`src/sv/prq_pkg.sv`:
```
// Shared types and constants for the priority ready queue.
package prq_pkg;

   localparam int QUEUE_DEPTH   = 16;
   localparam int PID_BITS      = 4;
   localparam int PRIORITY_BITS = 8;
   localparam int COUNT_BITS    = $clog2(QUEUE_DEPTH + 1);

   typedef enum logic [0:0] {
      FUNC_ENQUEUE = 1'b0,
      FUNC_DEQUEUE = 1'b1
   } func_type;

   typedef enum logic [1:0] {
      STATUS_OK    = 2'd0,
      STATUS_EMPTY = 2'd1,
      STATUS_FULL  = 2'd2
   } status_type;

   typedef enum logic [0:0] {
      STATE_IDLE = 1'b0,
      STATE_EXEC = 1'b1
   } state_type;

   // Commands from the controller to the datapath
   typedef struct packed {
      logic load_req;
      logic execute;
   } cmd_type;

endpackage

```
`src/sv/prq_ctrl.sv`:
```
// Controller state machine: sequences request capture and execution.
module prq_ctrl (
   input  logic              clock,
   input  logic              reset,
   input  logic              start,
   output logic              busy,
   output prq_pkg::cmd_type  cmd
);

   prq_pkg::state_type state_ff;
   prq_pkg::state_type state_in;

   // Hold the state register
   always_ff @(posedge clock) begin
      if (reset) begin
         state_ff <= prq_pkg::STATE_IDLE;
      end else begin
         state_ff <= state_in;
      end
   end

   // Decide next state and commands
   always_comb begin
      state_in     = state_ff;
      cmd.load_req = 1'b0;
      cmd.execute  = 1'b0;
      busy         = 1'b0;
      case (state_ff)
         prq_pkg::STATE_IDLE: begin
            if (start) begin
               cmd.load_req = 1'b1;
               state_in     = prq_pkg::STATE_EXEC;
            end
         end
         prq_pkg::STATE_EXEC: begin
            busy        = 1'b1;
            cmd.execute = 1'b1;
            state_in    = prq_pkg::STATE_IDLE;
         end
         default: begin
            state_in = prq_pkg::STATE_IDLE;
         end
      endcase
   end

endmodule

```
`src/sv/prq_datapath.sv`:
```
// Datapath: sorted row of compare-and-shift cells plus request and result registers.
module prq_datapath (
   input  logic                                 clock,
   input  logic                                 reset,
   input  prq_pkg::cmd_type                     cmd,
   input  logic                                 req_func,
   input  logic [prq_pkg::PID_BITS-1:0]         req_new_pid,
   input  logic [prq_pkg::PRIORITY_BITS-1:0]    req_new_priority,
   output logic                                 rsp_valid,
   output logic [1:0]                           rsp_status,
   output logic [prq_pkg::PID_BITS-1:0]         rsp_out_pid,
   output logic [prq_pkg::PRIORITY_BITS-1:0]    rsp_out_priority,
   output logic [prq_pkg::COUNT_BITS-1:0]       rsp_occupancy
);

   localparam int DEPTH = prq_pkg::QUEUE_DEPTH;
   localparam int PB    = prq_pkg::PID_BITS;
   localparam int RB    = prq_pkg::PRIORITY_BITS;
   localparam int CB    = prq_pkg::COUNT_BITS;

   // Captured request
   prq_pkg::func_type func_ff;
   logic [PB-1:0]     pid_ff;
   logic [RB-1:0]     pri_ff;

   // Cell row, head at cell 0
   logic [PB-1:0]     cell_pid_ff [DEPTH];
   logic [RB-1:0]     cell_pri_ff [DEPTH];
   logic [CB-1:0]     count_ff;

   // Result registers
   logic              valid_ff;
   prq_pkg::status_type status_ff;
   logic [PB-1:0]     out_pid_ff;
   logic [RB-1:0]     out_pri_ff;

   logic [DEPTH-1:0]  stay;
   logic              is_full;
   logic              is_empty;
   logic              do_insert;
   logic              do_remove;

   // Mark cells that outrank or tie the new entry
   always_comb begin
      for (int i = 0; i < DEPTH; i++) begin
         stay[i] = (CB'(i) < count_ff) && (cell_pri_ff[i] >= pri_ff);
      end
      is_full   = (count_ff == CB'(DEPTH));
      is_empty  = (count_ff == '0);
      do_insert = cmd.execute && (func_ff == prq_pkg::FUNC_ENQUEUE) && !is_full;
      do_remove = cmd.execute && (func_ff == prq_pkg::FUNC_DEQUEUE) && !is_empty;
   end

   // Capture the request transfer
   always_ff @(posedge clock) begin
      if (cmd.load_req) begin
         func_ff <= prq_pkg::func_type'(req_func);
         pid_ff  <= req_new_pid;
         pri_ff  <= req_new_priority;
      end
   end

   // Insert behind equal-or-higher entries, or advance the row on removal
   always_ff @(posedge clock) begin
      for (int i = 0; i < DEPTH; i++) begin
         if (do_insert) begin
            if (!stay[i]) begin
               if (i == 0 || stay[(i == 0) ? 0 : i - 1]) begin
                  cell_pid_ff[i] <= pid_ff;
                  cell_pri_ff[i] <= pri_ff;
               end else begin
                  cell_pid_ff[i] <= cell_pid_ff[(i == 0) ? 0 : i - 1];
                  cell_pri_ff[i] <= cell_pri_ff[(i == 0) ? 0 : i - 1];
               end
            end
         end else if (do_remove && i < DEPTH - 1) begin
            cell_pid_ff[i] <= cell_pid_ff[(i < DEPTH - 1) ? i + 1 : i];
            cell_pri_ff[i] <= cell_pri_ff[(i < DEPTH - 1) ? i + 1 : i];
         end
      end
   end

   // Track occupancy
   always_ff @(posedge clock) begin
      if (reset) begin
         count_ff <= '0;
      end else if (do_insert) begin
         count_ff <= count_ff + CB'(1);
      end else if (do_remove) begin
         count_ff <= count_ff - CB'(1);
      end
   end

   // Drive the result strobe
   always_ff @(posedge clock) begin
      if (reset) begin
         valid_ff <= 1'b0;
      end else begin
         valid_ff <= cmd.execute;
      end
   end

   // Load result payload
   always_ff @(posedge clock) begin
      if (cmd.execute) begin
         out_pid_ff <= '0;
         out_pri_ff <= '0;
         status_ff  <= prq_pkg::STATUS_OK;
         if (func_ff == prq_pkg::FUNC_ENQUEUE) begin
            if (is_full) begin
               status_ff <= prq_pkg::STATUS_FULL;
            end
         end else if (is_empty) begin
            status_ff <= prq_pkg::STATUS_EMPTY;
         end else begin
            out_pid_ff <= cell_pid_ff[0];
            out_pri_ff <= cell_pri_ff[0];
         end
      end
   end

   assign rsp_valid        = valid_ff;
   assign rsp_status       = status_ff;
   assign rsp_out_pid      = out_pid_ff;
   assign rsp_out_priority = out_pri_ff;
   assign rsp_occupancy    = count_ff;

endmodule

```
`src/sv/priority_ready_queue.sv`:
```
// Top level of the priority ready queue.
//
// Sorted ready queue of process ids, highest priority at the head, equal
// priorities in arrival order. Pulse start with req_ fields while busy is low;
// each operation is first captured in the request registers, then goes through
// the compare-and-shift cell row, with busy high during that step. The single
// result appears for exactly one cycle with rsp_valid high, in the first cycle
// that busy is low again; the receiver cannot stall it, so sample it then.
// rsp_occupancy is the entry count after the operation. A new start may be
// given in the same cycle that the previous result is shown.
module priority_ready_queue (
   input  logic                                 clock,
   input  logic                                 reset,
   input  logic                                 start,
   output logic                                 busy,
   input  logic                                 req_func,
   input  logic [prq_pkg::PID_BITS-1:0]         req_new_pid,
   input  logic [prq_pkg::PRIORITY_BITS-1:0]    req_new_priority,
   output logic                                 rsp_valid,
   output logic [1:0]                           rsp_status,
   output logic [prq_pkg::PID_BITS-1:0]         rsp_out_pid,
   output logic [prq_pkg::PRIORITY_BITS-1:0]    rsp_out_priority,
   output logic [prq_pkg::COUNT_BITS-1:0]       rsp_occupancy
);

   prq_pkg::cmd_type cmd;

   prq_ctrl u_ctrl (
      .clock (clock),
      .reset (reset),
      .start (start),
      .busy  (busy),
      .cmd   (cmd)
   );

   prq_datapath u_datapath (
      .clock            (clock),
      .reset            (reset),
      .cmd              (cmd),
      .req_func         (req_func),
      .req_new_pid      (req_new_pid),
      .req_new_priority (req_new_priority),
      .rsp_valid        (rsp_valid),
      .rsp_status       (rsp_status),
      .rsp_out_pid      (rsp_out_pid),
      .rsp_out_priority (rsp_out_priority),
      .rsp_occupancy    (rsp_occupancy)
   );

endmodule

```
`config.mk`:
```
export PLATFORM = sky130hd
export DESIGN_NAME = priority_ready_queue
export DESIGN_NICKNAME = d
export VERILOG_FILES = /design/src/sv/prq_pkg.sv /design/src/sv/prq_ctrl.sv /design/src/sv/prq_datapath.sv /design/src/sv/priority_ready_queue.sv
export SDC_FILE = /design/constraint.sdc
export NUM_CORES = 1
export LEC_CHECK = 0
export ABC_CLOCK_PERIOD_IN_PS = 3850
export BUFFER_PORTS_ARGS = -buffer_cell sky130_fd_sc_hd__buf_2
export CORE_MARGIN = 1
export CORE_UTILIZATION = 24
export CTS_CLUSTER_DIAMETER = 50
export DETAILED_ROUTE_END_ITERATION = 8
export MAX_ROUTING_LAYER = met4
export PLACE_DENSITY = 0.38
export SETUP_SLACK_MARGIN = 0.05
export SKIP_CTS_REPAIR_TIMING = 1
export SLEW_MARGIN = 20
export SYNTH_ARGS = -nofsm -noshare
export SYNTH_HDL_FRONTEND = slang
export SYNTH_SLANG_ARGS = --single-unit
export TNS_END_PERCENT = 50
```
`constraint.sdc`:
```
create_clock -name clock -period 3.85 [get_ports clock]
set_input_delay 0.1925 -clock clock [delete_from_list [all_inputs] [get_ports clock]]
set_output_delay 0.1925 -clock clock [all_outputs]
set_load 0.02 [all_outputs]
```
==> results of run 1 <==
## synth_stat cells (4+ instances only)
master      n
inv_1      35
ha_1      132
nor2_1    100
edfxtp_1  219
clkbuf_1   56
buf_4       9
nand2_1   159
nand4_1     9
o211ai_1    6
mux2i_1   131
a221o_1     8
buf_2       7
a31oi_1    21
nand2b_1   11
a21o_1      8
nor2b_1    10
a22oi_1    11
a211o_1     7
buf_6       4
nand3_1    14
o31ai_1     7
nor3_1      8
dfxtp_1     7
a21oi_1    90
mux2_2     12
o21ai_0   132
a211oi_1   12
and2_1     13
and3_1      4
## through the flow
stage / worst slack (ns) / hold WS, ns / total power [uW] / cell area [um^2]
floorplan: 0.513 / 0.264 / 3670 / 13800
global placement: 0.564 / 0.372 / 4000 / 15100
detailed placement: 0.536 / 0.372 / 4020 / 15100
CTS: 0.507 / -0.215 / 7650 / 16400
global route: 0.253 / 0.320 / 7880 / 16500
finish: 0.526 / 0.306 / 7530 / 16500
## path summary, 6_finish.rpt
kind / end / slack, ns / cells after the start
worst min-delay path: u_datapath.func_ff / 0.31 / 3
worst max-delay path: u_datapath.cell_pid_ff[1][15] / 0.53 / 8
worst min register to register: u_datapath.cell_pid_ff[1][24] / 0.53 / 2
worst max register to register: u_datapath.cell_pid_ff[1][15] / 0.53 / 8
## logic make-up after synthesis
logic type               Yosys count
multiplexers                     143
AND/OR/NAND/NOR                  338
adder cells (fa/ha/maj)          132
XOR/XNOR                           4
AO/OA/AOI/OAI                    331
buffers and inverters            113
flip-flops                       226
## area by class of cell
| cell class | count | area [um^2] |
|---|---|---|
| clock buffer | 48 | 1030 |
| timing repair buffer | 117 | 836 |
| tap | 756 | 946 |
| fill | 5951 | 40100 |
| multi-input combinational | 948 | 6590 |
| sequential | 226 | 6720 |
| inverter | 35 | 131 |
| clock inverter | 22 | 285 |
## per-layer routing
metal,up-vias,wire (um),global-route usage
met1,4956,19900,0.193
met4,0,767,0.0377
met5,-,0,-
met2,151,18700,0.227
met3,55,1370,0.0239
li1,4982,-,-
## worst min-delay path: cells and delay by family
family,cells,cell delay (ns)
buffers and inverters,2,0.31
and+or+nand+nor,1,0.13
## where the power goes
part / switching (uW) / internal, uW / total (uW)
Sequential: 114 / 2910 / 3020
Combinational: 560 / 380 / 940
Clock: 1260 / 2300 / 3560
Total: 1930 / 5590 / 7530
## registers in the layout, summed over array words and instances (netlist names), 2 cells and up
signal                       flops
u_datapath.rsp_occupancy         5
u_datapath.rsp_status            2
u_datapath.rsp_out_pid           4
u_datapath.pri_ff                8
u_datapath.pid_ff                4
u_datapath.rsp_out_priority      8
u_datapath.cell_pri_ff         128
u_datapath.cell_pid_ff          64
==> impl_metrics.yaml, run 1 <==
outcome:
  outcome: "finished, final reports clean"
timing:
  period_share: 0.863
  min_period_ns: 3.32
  relSlewSlack: 0.443
  skew_ns: 0.0148
  tightest_slew_ns: 0.825
  final.setup.tns_ns: 0
  max_freq_ghz: 0.301
  setup_viol: 0
  finalHoldViolCount: 0
  rsz0062_at_grt: "false"
  maxSlewViolCount: 0
critical_path:
  cp.arrival_ns: 3.39
  cp_cell_sequence: "inv_1 -> buf_4 -> ha_1 -> nand2_1 -> o21ai_0 -> a21oi_1 -> o21ai_0 -> nand3_1"
  crit_path_frequent_cell: "o21ai_0"
  worst-path-max-fanout: 12
  end_kind: "register"
  critPathBufInv: 2
  cp_slowest_cell: "nand3_1"
  cpPeakStageDelay_ns: 0.67
  required_ns: 3.91
  worstSetupPathType: "register to register"
  crit_family: "compound AO/OA/AOI/OAI gates"
  r2r-start: "u_datapath.pri_ff[1]"
  startpoint: "u_datapath.pri_ff[1]"
  start_kind: "register"
place:
  place.port_buffers: 36
  dpl.cell_count: 2068
  dp_hpwl_mm: 30.2
  gp_congestion: 0.775
drt:
  postRouteAntennaNets: 0
  drt-initial-drc-count: 561
  drt_wl_total_mm: 40.8
  vias: 10100
  wl_per_cell_um: 18.9
  drc: 0
  drtPass1Iterations: 5
  vias_per_cell: 4.71
floorplan:
  die_area_mm2: 0.0584
  rows: 87
  initial_core_util: 0.244
  die_h_um: 242
  die_w_um: 242
  ios: 37
  coreArea_mm2: 0.0566
clock_tree:
  htree_levels: 2
  clkSinkCount: 226
  path_clk_slew_ns: 0.06
  cts-root-buf: "clkbuf_16"
  cts_buffers: 38
  clock_latency_ns: 0.55
  cts_buffer_depth: 3
  cts_tree: "yes"
synthesis:
  ys.flop_type: "edfxtp_1"
  netlist.area_leader.share: 0.477
  synth_edf_count: 219
  syn_nets: 1435
  synth-xor-area-share: 0.00254
  syn_area_per_cell_um2: 10.7
  synthAdderAreaFrac: 0.120
  ys_ff_latch: 226
  synth_mux_area_frac: 0.105
  synth.distinct_cells: 60
  synth_compound_area_frac: 0.143
  syn_inst: 1287
  synth_top_family_by_area: "compound AO/OA/AOI/OAI gates"
  synth-simple-area-share: 0.106
  async_flop_share: 0
  ys_seq_area_frac: 0.487
  synth_area_mm2: 0.0138
  yosys_warnings: 0
  synth_largest_area_cell: "edfxtp_1"
  synth.area.top_cells: "edfxtp_1 48%, ha_1 12%, mux2i_1 9.5%, o21ai_0 4.8%, nand2_1 4.3%"
global_routing:
  antenna_found_initial: 0
  grt_overflow: 0
  grt_pass1_vias: 10600
  grt_max_degree: 112
  grtUsageTotal: 0.145
  grt_pass1_wl_mm: 63.8
layout:
  syn2layout_area_growth_pct: 20.0
  drive_gt1_frac: 0.135
  postLayoutCoreUtil: 0.292
  layout.nets: 1514
  layout_common_cells: "219 x edfxtp_1, 158 x nand2_1, 132 x ha_1"
  antenna_cells: 0
  final_common_cell: "edfxtp_1"
  fin_cells: 2152
min_path:
  holdCritStartpoint: "start"
  worstHoldPathType: "primary input to register"
power:
  power.density_mw_per_mm2: 455
  ir_drop_uv: 227
  p_leak_uw: 0.00601
flow_run:
  maxCapViolations: 0
Power figures use the tool's default switching activity.
==> run 2: changes to the inputs <==
- CELL_PAD_IN_SITES_DETAIL_PLACEMENT: not set -> 2
- CELL_PAD_IN_SITES_GLOBAL_PLACEMENT: not set -> 2
- PLACE_DENSITY: 0.38 -> not set
- PLACE_DENSITY_LB_ADDON: not set -> 0.08
==> impl_metrics.yaml, run 2 (synthesized netlist as in run 1, its figures left out) <==
layout:
  antenna_cells: 0
  regMostFlops: "u_datapath.cell_pri_ff"
  fillerInstances: 6114
  syn2layout_area_growth_pct: 21.7
  layout.nets: 1527
  drive_gt1_frac: 0.148
  largest_reg_flops: 128
  layout_common_cells: "219 x edfxtp_1, 158 x nand2_1, 132 x ha_1"
  fin_cells: 2171
  final_common_cell: "edfxtp_1"
  top_regs: "u_datapath.cell_pri_ff (128), u_datapath.cell_pid_ff (64)"
power:
  power.density_mw_per_mm2: 466
  internal-power_uw: 5630
  power_switching_uw: 2190
  p_sw_frac: 0.280
  comb_power_share: 0.129
  ir_drop_uv: 281
  p_clk_frac: 0.483
  total_power_uw: 7810
  power_frac_seq: 0.388
  p_leak_uw: 0.00611
floorplan:
  coreArea_mm2: 0.0566
  die_w_um: 242
  rows: 87
  die_area_mm2: 0.0584
  initial_core_util: 0.244
  die_h_um: 242
  ios: 37
timing:
  max_freq_ghz: 0.304
  finalHoldViolCount: 0
  rsz0062_at_grt: "false"
  hold_slack_ns: 0.318
  setup_viol: 0
  maxSlewViolCount: 0
  final.setup.tns_ns: 0
  period_share: 0.854
  tightest_slew_ns: 0.827
  min_period_ns: 3.29
  relSlewSlack: 0.442
  fin_ws_ns: 0.562
  skew_ns: 0.0202
clock_tree:
  cts-root-buf: "clkbuf_16"
  cts_tree: "yes"
  clock_latency_ns: 0.58
  htree_levels: 2
  cts_buffer_depth: 3
  cts_buffers: 47
  clkSinkCount: 226
  path_clk_slew_ns: 0.05
place:
  place.port_buffers: 36
  gp_congestion: 0.770
  dpl_worst_slack_ns: 0.490
  dpl.cell_count: 2072
  dp_hpwl_mm: 36.0
global_routing:
  grt_max_degree: 97
  grtUsageTotal: 0.172
  grt_pass1_wl_mm: 74.0
  grt_pass1_vias: 11600
  grt_overflow: 0
  antenna_found_initial: 1
outcome:
  outcome: "finished, final reports clean"
drt:
  postRouteAntennaNets: 0
  wl_per_cell_um: 22.3
  drtPass1Iterations: 4
  vias_per_cell: 4.86
  vias: 10500
  drt-initial-drc-count: 487
  drt_wl_total_mm: 48.5
  drc: 0
flow_run:
  maxCapViolations: 0
critical_path:
  start_kind: "register"
  reg2reg_slack_ns: 0.56
  worstSetupPathType: "register to register"
  worst-path-max-fanout: 11
  cp.arrival_ns: 3.57
  end_kind: "register"
  required_ns: 4.13
min_path:
  worstHoldPathType: "primary input to register"
[run 2: area by class of cell]
cell class                      instances  area, um^2  area share
Clock inverter                         31         234      0.0139
Timing Repair Buffer                  121         953      0.0568
Multi-Input combinational cell        948        6590       0.393
Sequential cell                       226        6720       0.400
Tap cell                              756         946      0.0564
Inverter                               35         131     0.00783
Clock buffer                           54        1200      0.0717
[run 2: path summary, 6_finish.rpt]
check                                                   start                       endpoint  depth (start not counted)
worst max-delay path                     u_datapath.pri_ff[1]  u_datapath.cell_pid_ff[0][25]                          9
worst min-delay path                                    start           u_datapath.pri_ff[7]                          3
worst max register to register           u_datapath.pri_ff[1]  u_datapath.cell_pid_ff[0][25]                          9
worst min register to register  u_datapath.cell_pid_ff[1][31]  u_datapath.cell_pid_ff[1][27]                          2
[run 2: stage by stage]
| step | utilization | area, um^2 |
|---|---|---|
| finish | 0.296 | 16800 |
| global route | 0.296 | 16800 |
| CTS | 0.294 | 16600 |
| detailed placement | 0.269 | 15200 |
| global placement | 0.269 | 15200 |
| floorplan | - | 13800 |
[run 2: critical path: stages, from the launching register on]
cell	delay, ns
edfxtp_1	0.39
inv_1	0.33
buf_4	0.24
ha_1	0.24
a2111o_1	0.41
a221oi_2	0.36
nor2_1	0.12
nor3_4	0.56
mux2i_1	0.26
a21oi_1	0.08
[run 2: power by group through the flow]
stage                     registers [uW]  clock network [uW]  logic (uW)
final                               3030                3770        1010
after global routing                3050                4000        1140
after CTS                           3040                3910        1020
after detailed placement            3080                   0        1010
after global placement              3080                   0         988
after floorplan                     3040                   0         637
[run 2: layer usage]
metal,share of wire,vias to the layer above,global-route usage
met2,0.44,137,0.257
met4,0.029,0,0.0607
met5,0,-,-
met1,0.50,5335,0.236
li1,-,5000,-
met3,0.033,77,0.0240
